[config.mk]
export PLATFORM = sky130hd
export DESIGN_NAME = stepper_linear_ramp_generator_unit
export DESIGN_NICKNAME = d
export VERILOG_FILES = /design/src/sv/slrg_pkg.sv /design/src/sv/slrg_divider.sv /design/src/sv/stepper_linear_ramp_generator_unit.sv
export VERILOG_INCLUDE_DIRS = /design/src /design/src/sv
export SDC_FILE = /design/constraint.sdc
export NUM_CORES = 2
export LEC_CHECK = 0
export BUFFER_PORTS_ARGS = -buffer_cell sky130_fd_sc_hd__buf_2
export CAP_MARGIN = 20
export CORE_UTILIZATION = 30
export DETAILED_ROUTE_END_ITERATION = 16
export PLACE_DENSITY = 0.51
export SLEW_MARGIN = 20
export SYNTH_ARGS = -nofsm -noshare
export SYNTH_HDL_FRONTEND = slang
export SYNTH_HIERARCHICAL = 1
export SYNTH_SLANG_ARGS = --single-unit
export TNS_END_PERCENT = 10
[constraint.sdc]
create_clock -name clock -period 10.2 [get_ports clock]
set_clock_uncertainty 0.15 [all_clocks]
set_input_delay 3.06 -clock clock [delete_from_list [all_inputs] [get_ports clock]]
set_output_delay 3.06 -clock clock [all_outputs]
set_load 0.05 [all_outputs]
[src/sv/assert_macros.svh]
`ifndef ASSERT_MACROS_SVH
`define ASSERT_MACROS_SVH

// plain clocked check, held off during reset
`define SLRG_ASSERT(label, clk, rst, prop) \
   label: assert property (@(posedge clk) disable iff (rst) (prop)) \
   else $error("slrg check failed");

// antecedent in this cycle, consequent in the next
`define SLRG_ASSERT_NEXT(label, clk, rst, ante, cons) \
   label: assert property (@(posedge clk) disable iff (rst) (ante) |=> (cons)) \
   else $error("slrg sequence check failed");

`endif

[src/sv/slrg_pkg.sv]
package slrg_pkg;

   // step count width and the counter widths that follow from it
   localparam int STEP_BITS = 16;
   localparam int COUNT_W   = STEP_BITS + 1;
   localparam int WIDE_W    = STEP_BITS + 2;
   localparam int DATA_W    = 16;

   // shared divider operand widths
   localparam int DVD_W     = COUNT_W + DATA_W;
   localparam int DVS_W     = (WIDE_W + 2 > DATA_W + 1) ? WIDE_W + 2 : DATA_W + 1;
   localparam int DIV_CNT_W = $clog2(DVD_W);

   // alarm value reported on a start that moves
   localparam logic [DATA_W-1:0] ALARM_START = DATA_W'(100);

   // operation codes
   localparam logic OP_START = 1'b0;
   localparam logic OP_TICK  = 1'b1;

   // configuration register indexes
   localparam int CSR_IDX_W = 3;
   localparam logic [CSR_IDX_W-1:0] CSR_FIRST_DELAY   = 3'd0;
   localparam logic [CSR_IDX_W-1:0] CSR_MAX_SPEED     = 3'd1;
   localparam logic [CSR_IDX_W-1:0] CSR_ACCEL_RATE    = 3'd2;
   localparam logic [CSR_IDX_W-1:0] CSR_DECEL_RATE    = 3'd3;
   localparam logic [CSR_IDX_W-1:0] CSR_MIN_DELAY     = 3'd4;
   localparam logic [CSR_IDX_W-1:0] CSR_DELAY_FLOOR   = 3'd5;
   localparam logic [CSR_IDX_W-1:0] CSR_DELAY_CEILING = 3'd6;

   // ramp phase
   typedef enum logic [1:0] {
      PH_STOP  = 2'd0,
      PH_ACCEL = 2'd1,
      PH_RUN   = 2'd2,
      PH_DECEL = 2'd3
   } phase_type;

   // sequencer states
   typedef enum logic [3:0] {
      ST_IDLE,
      ST_MUL_SPLIT,
      ST_DIV_SPLIT,
      ST_WAIT_SPLIT,
      ST_MUL_DECEL,
      ST_DIV_DECEL,
      ST_WAIT_DECEL,
      ST_TICK_DIV,
      ST_TICK_WAIT,
      ST_COMMIT
   } seq_state_type;

   // input transaction
   typedef struct packed {
      logic                        operation;
      logic signed [STEP_BITS-1:0] move_steps;
      logic                        pin_level;
   } req_type;

   // result transaction
   typedef struct packed {
      logic              step_level;
      logic              step_drive;
      logic              direction;
      logic              running;
      logic [DATA_W-1:0] alarm_delay;
      logic              timer_enabled;
   } rsp_type;

   // divider command and result
   typedef struct packed {
      logic             start;
      logic [DVD_W-1:0] dividend;
      logic [DVS_W-1:0] divisor;
   } div_req_type;

   typedef struct packed {
      logic             done;
      logic [DVD_W-1:0] quotient;
      logic [DVS_W-1:0] remainder;
   } div_rsp_type;

endpackage

[src/sv/slrg_divider.sv]
module slrg_divider (
   input  logic                  clock,
   input  logic                  reset,
   input  slrg_pkg::div_req_type div_req,
   output slrg_pkg::div_rsp_type div_rsp
);

   localparam int DVD_W     = slrg_pkg::DVD_W;
   localparam int DVS_W     = slrg_pkg::DVS_W;
   localparam int DIV_CNT_W = slrg_pkg::DIV_CNT_W;

   logic                 busy_ff, busy_in;
   logic                 done_ff, done_in;
   logic [DIV_CNT_W-1:0] cnt_ff, cnt_in;
   logic [DVD_W-1:0]     quo_ff, quo_in;
   logic [DVS_W-1:0]     rem_ff, rem_in;
   logic [DVS_W-1:0]     dvs_ff, dvs_in;

   logic [DVS_W:0] trial;
   logic [DVS_W:0] diff;
   logic           fits;

   // one restoring step: shift in the next dividend bit, subtract if it fits
   assign trial = {rem_ff, quo_ff[DVD_W-1]};
   assign diff  = trial - {1'b0, dvs_ff};
   assign fits  = trial >= {1'b0, dvs_ff};

   always_comb begin
      busy_in = busy_ff;
      done_in = 1'b0;
      cnt_in  = cnt_ff;
      quo_in  = quo_ff;
      rem_in  = rem_ff;
      dvs_in  = dvs_ff;
      if (div_req.start) begin
         // a zero divisor gives a zero quotient at once
         if (div_req.divisor == '0) begin
            busy_in = 1'b0;
            done_in = 1'b1;
            quo_in  = '0;
            rem_in  = '0;
         end else begin
            busy_in = 1'b1;
            cnt_in  = '0;
            quo_in  = div_req.dividend;
            rem_in  = '0;
            dvs_in  = div_req.divisor;
         end
      end else if (busy_ff) begin
         rem_in = fits ? diff[DVS_W-1:0] : trial[DVS_W-1:0];
         quo_in = {quo_ff[DVD_W-2:0], fits};
         cnt_in = cnt_ff + DIV_CNT_W'(1);
         if (cnt_ff == DIV_CNT_W'(DVD_W - 1)) begin
            busy_in = 1'b0;
            done_in = 1'b1;
         end
      end
   end

   // control
   always_ff @(posedge clock) begin
      if (reset) begin
         busy_ff <= 1'b0;
         done_ff <= 1'b0;
         cnt_ff  <= '0;
      end else begin
         busy_ff <= busy_in;
         done_ff <= done_in;
         cnt_ff  <= cnt_in;
      end
   end

   // datapath
   always_ff @(posedge clock) begin
      quo_ff <= quo_in;
      rem_ff <= rem_in;
      dvs_ff <= dvs_in;
   end

   assign div_rsp.done      = done_ff;
   assign div_rsp.quotient  = quo_ff;
   assign div_rsp.remainder = rem_ff;

endmodule

[src/sv/stepper_linear_ramp_generator_unit.sv]
// Trapezoidal stepper ramp generator with linear acceleration. A start transaction
// (operation 0) sets direction, doubles the step count and splits the move into
// acceleration and deceleration parts; a tick transaction (operation 1) drives the
// step pin, advances the ACCEL/RUN/DECEL/STOP ramp and returns the next alarm delay,
// clamped to the floor and ceiling registers. Every transaction gives one result.
// One transaction is worked at a time and req_ready is high only while the block
// waits for work. Ticks in RUN or STOP and a zero-step start go from idle straight to
// the commit state; ticks in ACCEL or DECEL and a start that moves wait on the
// bit-serial divider, which a speed-limited start runs again for the deceleration
// length. The divider is shared by the ramp split, the speed-limited deceleration
// length and the (4n+1) delay update. A finished result waits in the output register
// while the next transaction is taken in; that transaction's commit then waits as
// long as the earlier result is not taken. Configuration writes are always accepted.
`include "assert_macros.svh"

module stepper_linear_ramp_generator_unit (
   input  logic                                   clock,
   input  logic                                   reset,
   input  logic                                   req_valid,
   output logic                                   req_ready,
   input  slrg_pkg::req_type                      req_payload,
   output logic                                   rsp_valid,
   input  logic                                   rsp_ready,
   output slrg_pkg::rsp_type                      rsp_payload,
   input  logic                                   csr_valid,
   output logic                                   csr_ready,
   input  logic [slrg_pkg::CSR_IDX_W-1:0]         csr_index,
   input  logic [slrg_pkg::DATA_W-1:0]            csr_data
);

   localparam int STEP_BITS = slrg_pkg::STEP_BITS;
   localparam int COUNT_W   = slrg_pkg::COUNT_W;
   localparam int WIDE_W    = slrg_pkg::WIDE_W;
   localparam int DATA_W    = slrg_pkg::DATA_W;
   localparam int DVD_W     = slrg_pkg::DVD_W;
   localparam int DVS_W     = slrg_pkg::DVS_W;

   // configuration registers
   logic [DATA_W-1:0] first_delay_ff, max_speed_ff, accel_rate_ff, decel_rate_ff;
   logic [DATA_W-1:0] min_delay_ff, delay_floor_ff, delay_ceiling_ff;

   // sequencer and working registers
   slrg_pkg::seq_state_type state_ff, state_in;
   slrg_pkg::req_type       req_ff, req_in;
   logic [COUNT_W-1:0]      n_ff, n_in;
   logic [COUNT_W-1:0]      dlen_ff, dlen_in;
   logic [DVD_W-1:0]        prod_ff, prod_in;
   logic [DVD_W-1:0]        q_ff, q_in;
   logic [DVS_W-1:0]        r_ff, r_in;
   logic [WIDE_W-1:0]       ri_work_ff, ri_work_in;

   // ramp state
   slrg_pkg::phase_type phase_ff, phase_in;
   logic [COUNT_W-1:0]  steps_done_ff, steps_done_in;
   logic [WIDE_W-1:0]   ramp_index_ff, ramp_index_in;
   logic [WIDE_W-1:0]   rem_ff, rem_in;
   logic [DATA_W-1:0]   cur_ff, cur_in;
   logic [DATA_W-1:0]   pending_ff, pending_in;
   logic [DATA_W-1:0]   ramp_end_ff, ramp_end_in;
   logic [WIDE_W-1:0]   decel_length_ff, decel_length_in;
   logic [WIDE_W-1:0]   decel_begin_ff, decel_begin_in;
   logic                dir_ff, dir_in;
   logic                run_ff, run_in;
   logic                timer_on_ff, timer_on_in;

   // output register
   logic              rsp_valid_ff, rsp_valid_in;
   slrg_pkg::rsp_type rsp_payload_ff, rsp_payload_in;

   // divider link
   slrg_pkg::div_req_type div_req;
   slrg_pkg::div_rsp_type div_rsp;

   // shared multiplier operands
   logic [COUNT_W-1:0] mul_a;
   logic [DATA_W-1:0]  mul_b;
   logic [DVD_W-1:0]   mul_prod;

   // combinational helpers
   logic [STEP_BITS-1:0] steps_raw;
   logic [STEP_BITS-1:0] steps_mag;
   logic [DATA_W-1:0]    maxlim;
   logic [DVD_W-1:0]     alim;
   logic [COUNT_W-1:0]   split_len;
   logic [COUNT_W-1:0]   steps_nx;
   logic                 reached;
   logic [DATA_W:0]      dsum;
   logic [DATA_W-1:0]    newd;
   logic [DATA_W-1:0]    clamped;
   logic                 drive;
   logic [DATA_W-1:0]    alarm;
   logic                 div_waiting;
   logic                 commit_free;

   // deceleration length: at least one step, at most the whole move
   function automatic logic [COUNT_W-1:0] fit_dlen(input logic [DVD_W-1:0]   cand,
                                                   input logic [COUNT_W-1:0] n);
      logic [DVD_W-1:0] c;
      c = (cand == '0) ? DVD_W'(1) : cand;
      if (c > DVD_W'(n)) begin
         fit_dlen = n;
      end else begin
         fit_dlen = c[COUNT_W-1:0];
      end
   endfunction

   slrg_divider u_divider (
      .clock   (clock),
      .reset   (reset),
      .div_req (div_req),
      .div_rsp (div_rsp)
   );

   // start magnitude and shared terms
   assign steps_raw = req_payload.move_steps;
   assign steps_mag = steps_raw[STEP_BITS-1] ? (~steps_raw + STEP_BITS'(1)) : steps_raw;
   assign maxlim    = (max_speed_ff == '0) ? DATA_W'(1) : max_speed_ff;
   assign alim      = (div_rsp.quotient == '0) ? DVD_W'(1) : div_rsp.quotient;
   assign split_len = (DVD_W'(n_ff) > alim) ? (n_ff - alim[COUNT_W-1:0]) : '0;
   assign mul_prod  = mul_a * mul_b;

   // tick arithmetic on the stored quotient
   assign steps_nx = (steps_done_ff == '1) ? steps_done_ff : steps_done_ff + COUNT_W'(1);
   assign reached  = {1'b0, steps_nx} >= decel_begin_ff;
   assign dsum     = {1'b0, cur_ff} + {1'b0, q_ff[DATA_W-1:0]};

   assign req_ready   = (state_ff == slrg_pkg::ST_IDLE);
   assign rsp_valid   = rsp_valid_ff;
   assign rsp_payload = rsp_payload_ff;
   assign csr_ready   = 1'b1;

   // sequencer conditions watched by the checks
   assign div_waiting = state_ff inside {slrg_pkg::ST_WAIT_SPLIT, slrg_pkg::ST_WAIT_DECEL,
                                         slrg_pkg::ST_TICK_WAIT};
   assign commit_free = (state_ff == slrg_pkg::ST_COMMIT) && (!rsp_valid_ff || rsp_ready);

   // sequencer, next state and commit
   always_comb begin
      state_in        = state_ff;
      req_in          = req_ff;
      n_in            = n_ff;
      dlen_in         = dlen_ff;
      prod_in         = prod_ff;
      q_in            = q_ff;
      r_in            = r_ff;
      ri_work_in      = ri_work_ff;
      phase_in        = phase_ff;
      steps_done_in   = steps_done_ff;
      ramp_index_in   = ramp_index_ff;
      rem_in          = rem_ff;
      cur_in          = cur_ff;
      pending_in      = pending_ff;
      ramp_end_in     = ramp_end_ff;
      decel_length_in = decel_length_ff;
      decel_begin_in  = decel_begin_ff;
      dir_in          = dir_ff;
      run_in          = run_ff;
      timer_on_in     = timer_on_ff;
      rsp_valid_in    = rsp_valid_ff && !rsp_ready;
      rsp_payload_in  = rsp_payload_ff;
      div_req         = '0;
      mul_a           = n_ff;
      mul_b           = decel_rate_ff;
      newd            = pending_ff;
      clamped         = pending_ff;
      drive           = 1'b0;
      alarm           = cur_ff;

      case (state_ff)
         slrg_pkg::ST_IDLE: begin
            if (req_valid) begin
               req_in = req_payload;
               if (req_payload.operation == slrg_pkg::OP_START) begin
                  n_in = {steps_mag, 1'b0};
                  if (steps_raw == '0) begin
                     state_in = slrg_pkg::ST_COMMIT;
                  end else begin
                     state_in = slrg_pkg::ST_MUL_SPLIT;
                  end
               end else begin
                  case (phase_ff)
                     slrg_pkg::PH_ACCEL: begin
                        ri_work_in = ramp_index_ff + WIDE_W'(1);
                        state_in   = slrg_pkg::ST_TICK_DIV;
                     end
                     slrg_pkg::PH_DECEL: begin
                        ri_work_in = (ramp_index_ff != '0) ? ramp_index_ff - WIDE_W'(1)
                                                           : ramp_index_ff;
                        state_in   = slrg_pkg::ST_TICK_DIV;
                     end
                     default: begin
                        state_in = slrg_pkg::ST_COMMIT;
                     end
                  endcase
               end
            end
         end

         // ramp split: n * decel / (accel + decel)
         slrg_pkg::ST_MUL_SPLIT: begin
            mul_a    = n_ff;
            mul_b    = decel_rate_ff;
            prod_in  = mul_prod;
            state_in = slrg_pkg::ST_DIV_SPLIT;
         end
         slrg_pkg::ST_DIV_SPLIT: begin
            div_req.start    = 1'b1;
            div_req.dividend = prod_ff;
            div_req.divisor  = DVS_W'(accel_rate_ff) + DVS_W'(decel_rate_ff);
            state_in         = slrg_pkg::ST_WAIT_SPLIT;
         end
         slrg_pkg::ST_WAIT_SPLIT: begin
            if (div_rsp.done) begin
               if (alim <= DVD_W'(maxlim)) begin
                  dlen_in  = fit_dlen(DVD_W'(split_len), n_ff);
                  state_in = slrg_pkg::ST_COMMIT;
               end else begin
                  state_in = slrg_pkg::ST_MUL_DECEL;
               end
            end
         end

         // speed limited: maxlim * accel / decel
         slrg_pkg::ST_MUL_DECEL: begin
            mul_a    = COUNT_W'(maxlim);
            mul_b    = accel_rate_ff;
            prod_in  = mul_prod;
            state_in = slrg_pkg::ST_DIV_DECEL;
         end
         slrg_pkg::ST_DIV_DECEL: begin
            div_req.start    = 1'b1;
            div_req.dividend = prod_ff;
            div_req.divisor  = DVS_W'(decel_rate_ff);
            state_in         = slrg_pkg::ST_WAIT_DECEL;
         end
         slrg_pkg::ST_WAIT_DECEL: begin
            if (div_rsp.done) begin
               dlen_in  = fit_dlen(div_rsp.quotient, n_ff);
               state_in = slrg_pkg::ST_COMMIT;
            end
         end

         // delay update: (2c + r) / (4n + 1)
         slrg_pkg::ST_TICK_DIV: begin
            div_req.start    = 1'b1;
            div_req.dividend = DVD_W'({cur_ff, 1'b0}) + DVD_W'(rem_ff);
            div_req.divisor  = DVS_W'({ri_work_ff, 2'b01});
            state_in         = slrg_pkg::ST_TICK_WAIT;
         end
         slrg_pkg::ST_TICK_WAIT: begin
            if (div_rsp.done) begin
               q_in     = div_rsp.quotient;
               r_in     = div_rsp.remainder;
               state_in = slrg_pkg::ST_COMMIT;
            end
         end

         // write back ramp state and the result once the output register is free
         slrg_pkg::ST_COMMIT: begin
            if (!rsp_valid_ff || rsp_ready) begin
               if (req_ff.operation == slrg_pkg::OP_START) begin
                  steps_done_in = '0;
                  if (req_ff.move_steps != '0) begin
                     dir_in          = !req_ff.move_steps[STEP_BITS-1];
                     decel_length_in = WIDE_W'(dlen_ff);
                     decel_begin_in  = WIDE_W'(n_ff - dlen_ff);
                     if (first_delay_ff <= min_delay_ff) begin
                        cur_in   = min_delay_ff;
                        phase_in = slrg_pkg::PH_RUN;
                     end else begin
                        cur_in   = first_delay_ff;
                        phase_in = slrg_pkg::PH_ACCEL;
                     end
                     ramp_index_in = '0;
                     timer_on_in   = 1'b1;
                     alarm         = slrg_pkg::ALARM_START;
                  end else begin
                     alarm = cur_ff;
                  end
               end else begin
                  case (phase_ff)
                     slrg_pkg::PH_ACCEL: begin
                        run_in        = 1'b1;
                        drive         = 1'b1;
                        steps_done_in = steps_nx;
                        ramp_index_in = ri_work_ff;
                        rem_in        = r_ff[WIDE_W-1:0];
                        newd = (DVD_W'(cur_ff) > q_ff) ? cur_ff - q_ff[DATA_W-1:0] : '0;
                        if (reached) begin
                           ramp_index_in = decel_length_ff;
                           phase_in      = slrg_pkg::PH_DECEL;
                        end else if (newd <= min_delay_ff) begin
                           ramp_end_in = newd;
                           newd        = min_delay_ff;
                           rem_in      = '0;
                           phase_in    = slrg_pkg::PH_RUN;
                        end
                     end
                     slrg_pkg::PH_RUN: begin
                        run_in        = 1'b1;
                        drive         = 1'b1;
                        steps_done_in = steps_nx;
                        newd          = min_delay_ff;
                        if (reached) begin
                           ramp_index_in = decel_length_ff;
                           newd          = ramp_end_ff;
                           phase_in      = slrg_pkg::PH_DECEL;
                        end
                     end
                     slrg_pkg::PH_DECEL: begin
                        run_in        = 1'b1;
                        drive         = 1'b1;
                        steps_done_in = steps_nx;
                        ramp_index_in = ri_work_ff;
                        rem_in        = r_ff[WIDE_W-1:0];
                        // saturate the slower delay at the top of the range
                        if ((q_ff[DVD_W-1:DATA_W] != '0) || dsum[DATA_W]) begin
                           newd = '1;
                        end else begin
                           newd = dsum[DATA_W-1:0];
                        end
                        if (ri_work_ff == '0) begin
                           phase_in = slrg_pkg::PH_STOP;
                        end
                     end
                     default: begin
                        steps_done_in = '0;
                        rem_in        = '0;
                        timer_on_in   = 1'b0;
                        run_in        = 1'b0;
                        newd          = pending_ff;
                     end
                  endcase
                  // floor test first, then ceiling
                  if (newd < delay_floor_ff) begin
                     clamped = delay_floor_ff;
                  end else if (newd > delay_ceiling_ff) begin
                     clamped = delay_ceiling_ff;
                  end else begin
                     clamped = newd;
                  end
                  pending_in = newd;
                  cur_in     = clamped;
                  alarm      = clamped;
               end
               rsp_valid_in                 = 1'b1;
               rsp_payload_in.step_level    = drive & req_ff.pin_level;
               rsp_payload_in.step_drive    = drive;
               rsp_payload_in.direction     = dir_in;
               rsp_payload_in.running       = run_in;
               rsp_payload_in.alarm_delay   = alarm;
               rsp_payload_in.timer_enabled = timer_on_in;
               state_in                     = slrg_pkg::ST_IDLE;
            end
         end

         default: begin
            state_in = slrg_pkg::ST_IDLE;
         end
      endcase
   end

   // configuration writes
   always_ff @(posedge clock) begin
      if (reset) begin
         first_delay_ff   <= DATA_W'(1000);
         max_speed_ff     <= DATA_W'(1);
         accel_rate_ff    <= DATA_W'(100);
         decel_rate_ff    <= DATA_W'(100);
         min_delay_ff     <= DATA_W'(20);
         delay_floor_ff   <= DATA_W'(100);
         delay_ceiling_ff <= DATA_W'(2000);
      end else if (csr_valid) begin
         case (csr_index)
            slrg_pkg::CSR_FIRST_DELAY:   first_delay_ff   <= csr_data;
            slrg_pkg::CSR_MAX_SPEED:     max_speed_ff     <= csr_data;
            slrg_pkg::CSR_ACCEL_RATE:    accel_rate_ff    <= csr_data;
            slrg_pkg::CSR_DECEL_RATE:    decel_rate_ff    <= csr_data;
            slrg_pkg::CSR_MIN_DELAY:     min_delay_ff     <= csr_data;
            slrg_pkg::CSR_DELAY_FLOOR:   delay_floor_ff   <= csr_data;
            slrg_pkg::CSR_DELAY_CEILING: delay_ceiling_ff <= csr_data;
            default: begin
            end
         endcase
      end
   end

   // control and ramp state
   always_ff @(posedge clock) begin
      if (reset) begin
         state_ff        <= slrg_pkg::ST_IDLE;
         phase_ff        <= slrg_pkg::PH_STOP;
         steps_done_ff   <= '0;
         ramp_index_ff   <= '0;
         rem_ff          <= '0;
         cur_ff          <= '0;
         pending_ff      <= '0;
         ramp_end_ff     <= '0;
         decel_length_ff <= '0;
         decel_begin_ff  <= '0;
         dir_ff          <= 1'b0;
         run_ff          <= 1'b0;
         timer_on_ff     <= 1'b0;
         rsp_valid_ff    <= 1'b0;
      end else begin
         state_ff        <= state_in;
         phase_ff        <= phase_in;
         steps_done_ff   <= steps_done_in;
         ramp_index_ff   <= ramp_index_in;
         rem_ff          <= rem_in;
         cur_ff          <= cur_in;
         pending_ff      <= pending_in;
         ramp_end_ff     <= ramp_end_in;
         decel_length_ff <= decel_length_in;
         decel_begin_ff  <= decel_begin_in;
         dir_ff          <= dir_in;
         run_ff          <= run_in;
         timer_on_ff     <= timer_on_in;
         rsp_valid_ff    <= rsp_valid_in;
      end
   end

   // working payload
   always_ff @(posedge clock) begin
      req_ff         <= req_in;
      n_ff           <= n_in;
      dlen_ff        <= dlen_in;
      prod_ff        <= prod_in;
      q_ff           <= q_in;
      r_ff           <= r_in;
      ri_work_ff     <= ri_work_in;
      rsp_payload_ff <= rsp_payload_in;
   end

   // the tick interrupt is only ever off in the stopped phase
   `SLRG_ASSERT(a_timer_off_stopped, clock, reset, !timer_on_ff |-> phase_ff == slrg_pkg::PH_STOP)

   // a driven step always reports a running motor
   `SLRG_ASSERT(a_drive_running, clock, reset, rsp_valid && rsp_payload.step_drive |-> rsp_payload.running)

   // divider results only land while the sequencer waits for one
   `SLRG_ASSERT(a_div_done_waiting, clock, reset, div_rsp.done |-> div_waiting)

   // a commit with a free output slot presents a result next cycle
   `SLRG_ASSERT_NEXT(a_commit_result, clock, reset, commit_free, rsp_valid_ff && req_ready)

endmodule
# Word level (Yosys, flattened, before mapping)
# Index checks and enable logic that the tools add are counted.
# Widths: inputs -> output; s select.
classes:
  eq_ne: 31
  n_mul: 1
  n_bitwise: 7
  n_lt_le_gt_ge: 11
  n_reduce_logical: 48
  addsub: 12
  mux: 87
op_table:
  columns: ["operator", "count"]
  rows:
  - ["$mux 16", 17]
  - ["$mux 17", 11]
  - ["$pmux 54 s3", 1]
  - ["$mux 33", 4]
  - ["$mux 18", 7]
  - ["$pmux 18 s3", 2]
  - ["$pmux 16 s3", 1]
  - ["$pmux 18 s2", 1]
  - ["$pmux 4 s9", 1]
  - ["$add 16x16->17", 2]
  - ["$pmux 17 s2", 1]
  - ["$gt 16x33->1", 1]
  - ["$gt 17x33->1", 1]
  - ["$gt 33x17->1", 1]
  - ["$le 33x16->1", 1]
  - ["$logic_not 33->1", 1]
  - ["$mul 17x16->33", 1]
  - ["$le 16x16->1", 2]
  - ["$logic_not 16->1", 2]
  - ["$mux 4", 8]
  - ["$reduce_and 2->1", 12]
  - ["$ge 21x20->1", 1]
  - ["$logic_not 20->1", 1]
  - ["$mux 1", 20]
  - ["other kinds (56)", 97]
word_totals:
  input_bits: 42
  wordCells: 240
  regBits: 513
  out_inout_bits: 24

# Longest topological paths before layout
depth:
  depth_word: 13
  mapped_depth: 33
  depth_no_buf: 31

# By module
# The synthesis kept the hierarchy.
modules_own_cells:
  columns: ["module", "n_inst", "seq_area_each_um2", "area_per_inst_um2", "cells_per_inst"]
  rows:
  - ["stepper_linear_ramp_generator_unit", 1, 10369.9, 36293.6, 4304]
  - ["slrg_divider", 1, 2152.1, 4488.1, 475]

# Worst setup path after synthesis
# No wires, ideal clock.
synth_path:
  kind: "register to register"
  from: "reg state_ff[2]"
  to: "reg prod_ff[31], data pin"
  path_slack_ns: 2.356
  path_stages_with_launch: 31
  setup_ns: 0.258
  t_arrival_ns: 7.437
  required_ns: 9.792
  cell_sequence: "dfxtp_1 clkbuf_1 nand2b_1 nor3_1 clkbuf_1 clkbuf_1 a21o_1 clkbuf_1 nand2_1 fa_1 inv_1 fa_1 inv_1 fa_1 inv_1 fa_1 inv_1 fa_1 inv_1 fa_1 ha_1 nand4_1 a211oi_1 a21oi_1 or3_1 a31oi_1 a41o_1 o211ai_1 o21ai_0 a21oi_1 xnor2_1"
synth_between:
  elab_chain_cells: 3
  elab_cells_between_ends: 4
synth_rtl:
  columns: ["item", "line_no", "source"]
  rows:
  - ["start: declaration", "stepper_linear_ramp_generator_unit.sv:43", "slrg_pkg::seq_state_type state_ff, state_in;"]
  - ["start signal: assignment", "stepper_linear_ramp_generator_unit.sv:391", "state_ff <= slrg_pkg::ST_IDLE;"]
  - ["start signal: assignment", "stepper_linear_ramp_generator_unit.sv:406", "state_ff <= state_in;"]
  - ["$eq 4x3->1 *", "stepper_linear_ramp_generator_unit.sv:169", "case (state_ff)"]
  - ["$mux 17 / $mux 16 (equally long branches)", "stepper_linear_ramp_generator_unit.sv:169", null]
  - ["$mul 17x16->33 *", "stepper_linear_ramp_generator_unit.sv:120", "assign mul_prod = mul_a * mul_b;"]
  - ["net mul_prod[31]", "stepper_linear_ramp_generator_unit.sv:77", "logic [DVD_W-1:0] mul_prod;"]
  - ["end signal: assignment", "stepper_linear_ramp_generator_unit.sv:428", "prod_ff <= prod_in;"]
  - ["end: declaration", "stepper_linear_ramp_generator_unit.sv:47", "logic [DVD_W-1:0] prod_ff, prod_in;"]
# Mark *: on every way through the listed nets, which the timed path passes. The rest lies on a longest branch.
# A chain may end at the register's enable or synchronous reset.

# Worst setup path in the final report
layout_path:
  from: "reg state_ff[3]"
  to: "reg prod_ff[32], data pin"
# The elaborated chain is that of the path after synthesis.

==> summary.txt <==
STA
  – TNS Setup: 0 ns
  – Slew @ Worst Pin: between 1 and 1.5 ns
  – Final Hold Fails: 0
  – Final period util: 0.859
  – Tmin final: a little under 9 ns
  – RSZ-0062 raised after global routing: false
  – Fmax achieved: 114 MHz
  – Final setup viols: 0
  – Fin. max-slew vios: 0
  – Slew HR: 0.291

Detailed routing
  – Post-Route WL: ~150000 microns
  – Post-route ant nets: 0
  – DR iter-0 viols: 3053
  – WL per Instance: about 22 microns
  – First-pass DRT Iterations: 6
  – Vias per cell: around 5.3
  – Vias: 34765
  – # DRC: 0

Global routing
  – First-pass GRT wire length: between 200000 and 250000 microns
  – Total congestion overflow: 0
  – Largest net degree at the start of global routing: 70
  – Gr usage total: 0.211
  – Initial antenna violation count: 9
  – Number of global-route vias before repair: 33452

Synthesis
  – Number of flops mapped to enable cells by yosys: roughly 230
  – Most frequent cells after synthesis: nand2_1 (769), inv_1 (502), a21oi_1 (369)
  – Synth Area in Adders: 0.216
  – Simple-gate share of the synthesized area: 0.186
  – Most numerous cell in the Yosys netlist: nand2_1
  – Mapped Area: roughly 41000 sq um
  – FF+latch count, synth: a little over 500
  – Post-synthesis async set-or-reset flop share: 0
  – Synth Area in Compound Gates: 0.171
  – Post-Synth XOR/XNOR Area: 0.0339
  – Gate Count Post-Synth: 4779
  – Unique masters post-synth: about 110
  – Largest family of logic cells by synthesized area: adder cells
  – Yosys top cell area share: 0.167
  – Sequential fraction of the synthesis area: 0.307
  – Synth Flop Type: dfxtp_1
  – Syn_area_per_cell: approximately 8.5 sq um
  – Synth warn: 6
  – Synth area leaders: edfxtp_1 (17%), dfxtp_1 (14%), ha_1 (11%), fa_1 (11%), nand2_1 (7.1%)
  – Largest area contributor in the netlist: edfxtp_1
  – Syn Nets: around 5400
  – Mux cell area share after synthesis: 0.0169

Pwr
  – Pint: between 5 and 6 mW
  – Net Sw Frac: 0.427
  – Clock power frac: 0.251
  – VDD IR max: around 0.15 mV
  – Sw Pwr: slightly below 4 mW
  – Power Dens Cells: ~200 nW/um^2
  – Leakage Power: ~19 nW
  – Combinational share of power: 0.453
  – Flop pwr share: 0.296

Hold path
  – Min-Delay Endpoint: decel_begin_ff[7]$_SDFFE_PP0P_
  – Worst hold path class: flip-flop to flip-flop
  – Worst hold stages: 2
  – Worst hold path startpoint: decel_begin_ff[7]$_SDFFE_PP0P_

Clock network
  – Htree depth: 2
  – Hold Buf Count CTS: 0
  – Setup Buffers After CTS: 0
  – Sink Count: between 500 and 600
  – CTS tree: built
  – CTS Buffer Depth: 3
  – CTS Buf Count: 61
  – Cts repair resizes: 0
  – Clock Pin Slew Worst Setup and Hold Paths: ~0.060 ns
  – Root Buffer: clkbuf_16
  – Clk_lat worst skew: 0.69 ns

Setup path
  – CP startpoint kind: flip-flop
  – R2R cell count: 27
  – Worst R2R Start: state_ff[3]$_SDFFE_PP0P_
  – Element type at the critical path end: flip-flop
  – R2R Path End: prod_ff[32]$_DFFE_PP_
  – CP required: approximately 10 ns
  – CP Max Fanout: between 60 and 70
  – Worst EP arrival: ~9.0 ns
  – Worst R2R Setup Slack: ~1.4 ns
  – Critical path class: flip-flop to flip-flop

Placement
  – Dpl cells: about 6500
  – Post-detail-place hpwl: 115000 microns
  – Post-Place Cell Area: roughly 43000 sq um
  – GP Congestion: 0.985
  – PortBufs: 64

Cells and area
  – Fillers: ~14000
  – Fin nets: approximately 5400
  – Layout cells sized above 1: 0.0719
  – Finished layout cell area: between 40000 and 50000 sq um
  – Finished Layout Cells: around 6600
  – P&R area growth vs syn: 10.8%

Die
  – IO Pins: between 60 and 70
  – Die area: between 100000 and 150000 sq um
  – Core area: 134000 sq um
  – Starting Density: 0.304
  – Die Ht: around 370 microns
  – Die width: approximately 370 microns
  – Cell Rows: ~130

Outcome
  – Outcome: completed

Run
  – Max-cap violations: 0
==> per-stage QoR <==
step	hold WS (ns)	worst slack [ns]	util	total power, mW
global placement	0.288	1.64	0.321	6.96
floorplan	0.277	2.36	-	5.51
global route	0.312	0.890	0.337	9.82
finish	0.299	1.44	0.337	9.23
detailed placement	0.294	1.51	0.321	6.97
CTS	0.302	1.48	0.337	9.33
==> power by group through the flow <==
stage	Clock (mW)	Sequential, mW	Combinational (mW)
after floorplan	0	2.67	2.84
after detailed placement	0	2.78	4.19
after CTS	2.37	2.74	4.22
final	2.32	2.73	4.18
after global placement	0	2.78	4.18
after global routing	2.44	2.75	4.63
==> area by class of cell <==
| cell class | count | area, sq um | area share |
|---|---|---|---|
| well taps | 1768 | 2210 | 0.0489 |
| diodes | 1 | 2.50 | 0.0000554 |
| flip-flops and latches | 512 | 12500 | 0.277 |
| repair buffers | 154 | 1000 | 0.0222 |
| inverters | 504 | 1890 | 0.0419 |
| multi-input cells | 3528 | 25500 | 0.563 |
| clock inverters | 30 | 390 | 0.00864 |
| clock buffers | 86 | 1710 | 0.0379 |
==> registers in the layout, summed over array words and instances (netlist names), 17 cells and up <==
register / flops
decel_begin_ff: 18
dlen_ff: 17
prod_ff: 33
q_ff: 33
r_ff: 18
ramp_index_ff: 18
rem_ff: 18
req_ff: 18
ri_work_ff: 18
rsp_payload: 21
steps_done_ff: 17
u_divider/dvs_ff: 20
u_divider/quo_ff: 33
u_divider/rem_ff: 20
==> metal layers <==
| layer | part of all wire | global-route usage |
|---|---|---|
| met5 | 0 | 0 |
| met3 | 0.059 | 0.0239 |
| met2 | 0.45 | 0.340 |
| met4 | 0.045 | 0.0918 |
| met1 | 0.44 | 0.284 |
==> worst max-delay path, stage by stage, from the launching register on <==
cell and delay, ns:
dfxtp_1 0.41, nand2b_1 0.23, nor3_2 0.12, buf_4 0.56, mux2i_1 0.71, nor2_1 0.14, fa_1 0.48, fa_1 0.54
inv_1 0.05, fa_1 0.52, inv_1 0.07, fa_1 0.53, inv_1 0.05, fa_1 0.53, inv_1 0.05, fa_1 0.47
ha_1 0.40, a21oi_1 0.15, o211ai_1 0.22, a31oi_1 0.12, o31ai_1 0.32, buf_4 0.19, a41oi_1 0.22, a311oi_1 0.43
o31a_1 0.23, nand2b_1 0.09, a311oi_1 0.36, xnor2_1 0.11
==> kinds of logic (layout without fill, tap and decap cells) <==
group / after synthesis / after routing
flip-flops: 512 / 512
buffers and inverters: 739 / 774
other: 1 / 2
multiplexers: 66 / 66
AO/OA/AOI/OAI: 1059 / 1059
XOR/XNOR: 158 / 158
adder cells (fa/ha/maj): 574 / 574
AND/OR/NAND/NOR: 1670 / 1670
==> worst max path at each step <==
stage,cells past startpoint,slack [ns],endpoint,from
after CTS,27,1.48,prod_ff[32]$_DFFE_PP_,state_ff[3]$_SDFFE_PP0P_
after global routing,27,0.89,prod_ff[32]$_DFFE_PP_,state_ff[3]$_SDFFE_PP0P_
after floorplan,30,2.36,prod_ff[31]$_DFFE_PP_,state_ff[2]$_SDFFE_PP0P_
after global placement,27,1.64,prod_ff[32]$_DFFE_PP_,state_ff[3]$_SDFFE_PP0P_
final,27,1.44,prod_ff[32]$_DFFE_PP_,state_ff[3]$_SDFFE_PP0P_
after detailed placement,27,1.51,prod_ff[32]$_DFFE_PP_,state_ff[3]$_SDFFE_PP0P_
==> cells in the final DEF, fill, tap and decap left out, types with 36 or more instances in the layout <==
cell,Yosys,final
nand2b_1,48,48
o21ai_0,150,150
and2_1,56,55
and3_1,38,37
fa_1,215,215
nand2_1,769,769
dfxtp_1,285,285
edfxtp_1,227,227
buf_4,3,90
xor2_1,51,51
mux2i_1,46,46
nor2_1,350,346
inv_1,502,500
a21o_1,67,67
nand4_1,41,41
nand3_1,103,103
nor4_1,45,45
xnor2_1,107,107
a21oi_1,369,369
o211ai_1,36,36
a211oi_1,60,60
ha_1,359,359
clkbuf_16,0,63
buf_2,26,63
nor3_1,93,88
(Power assumes the default switching activity.)
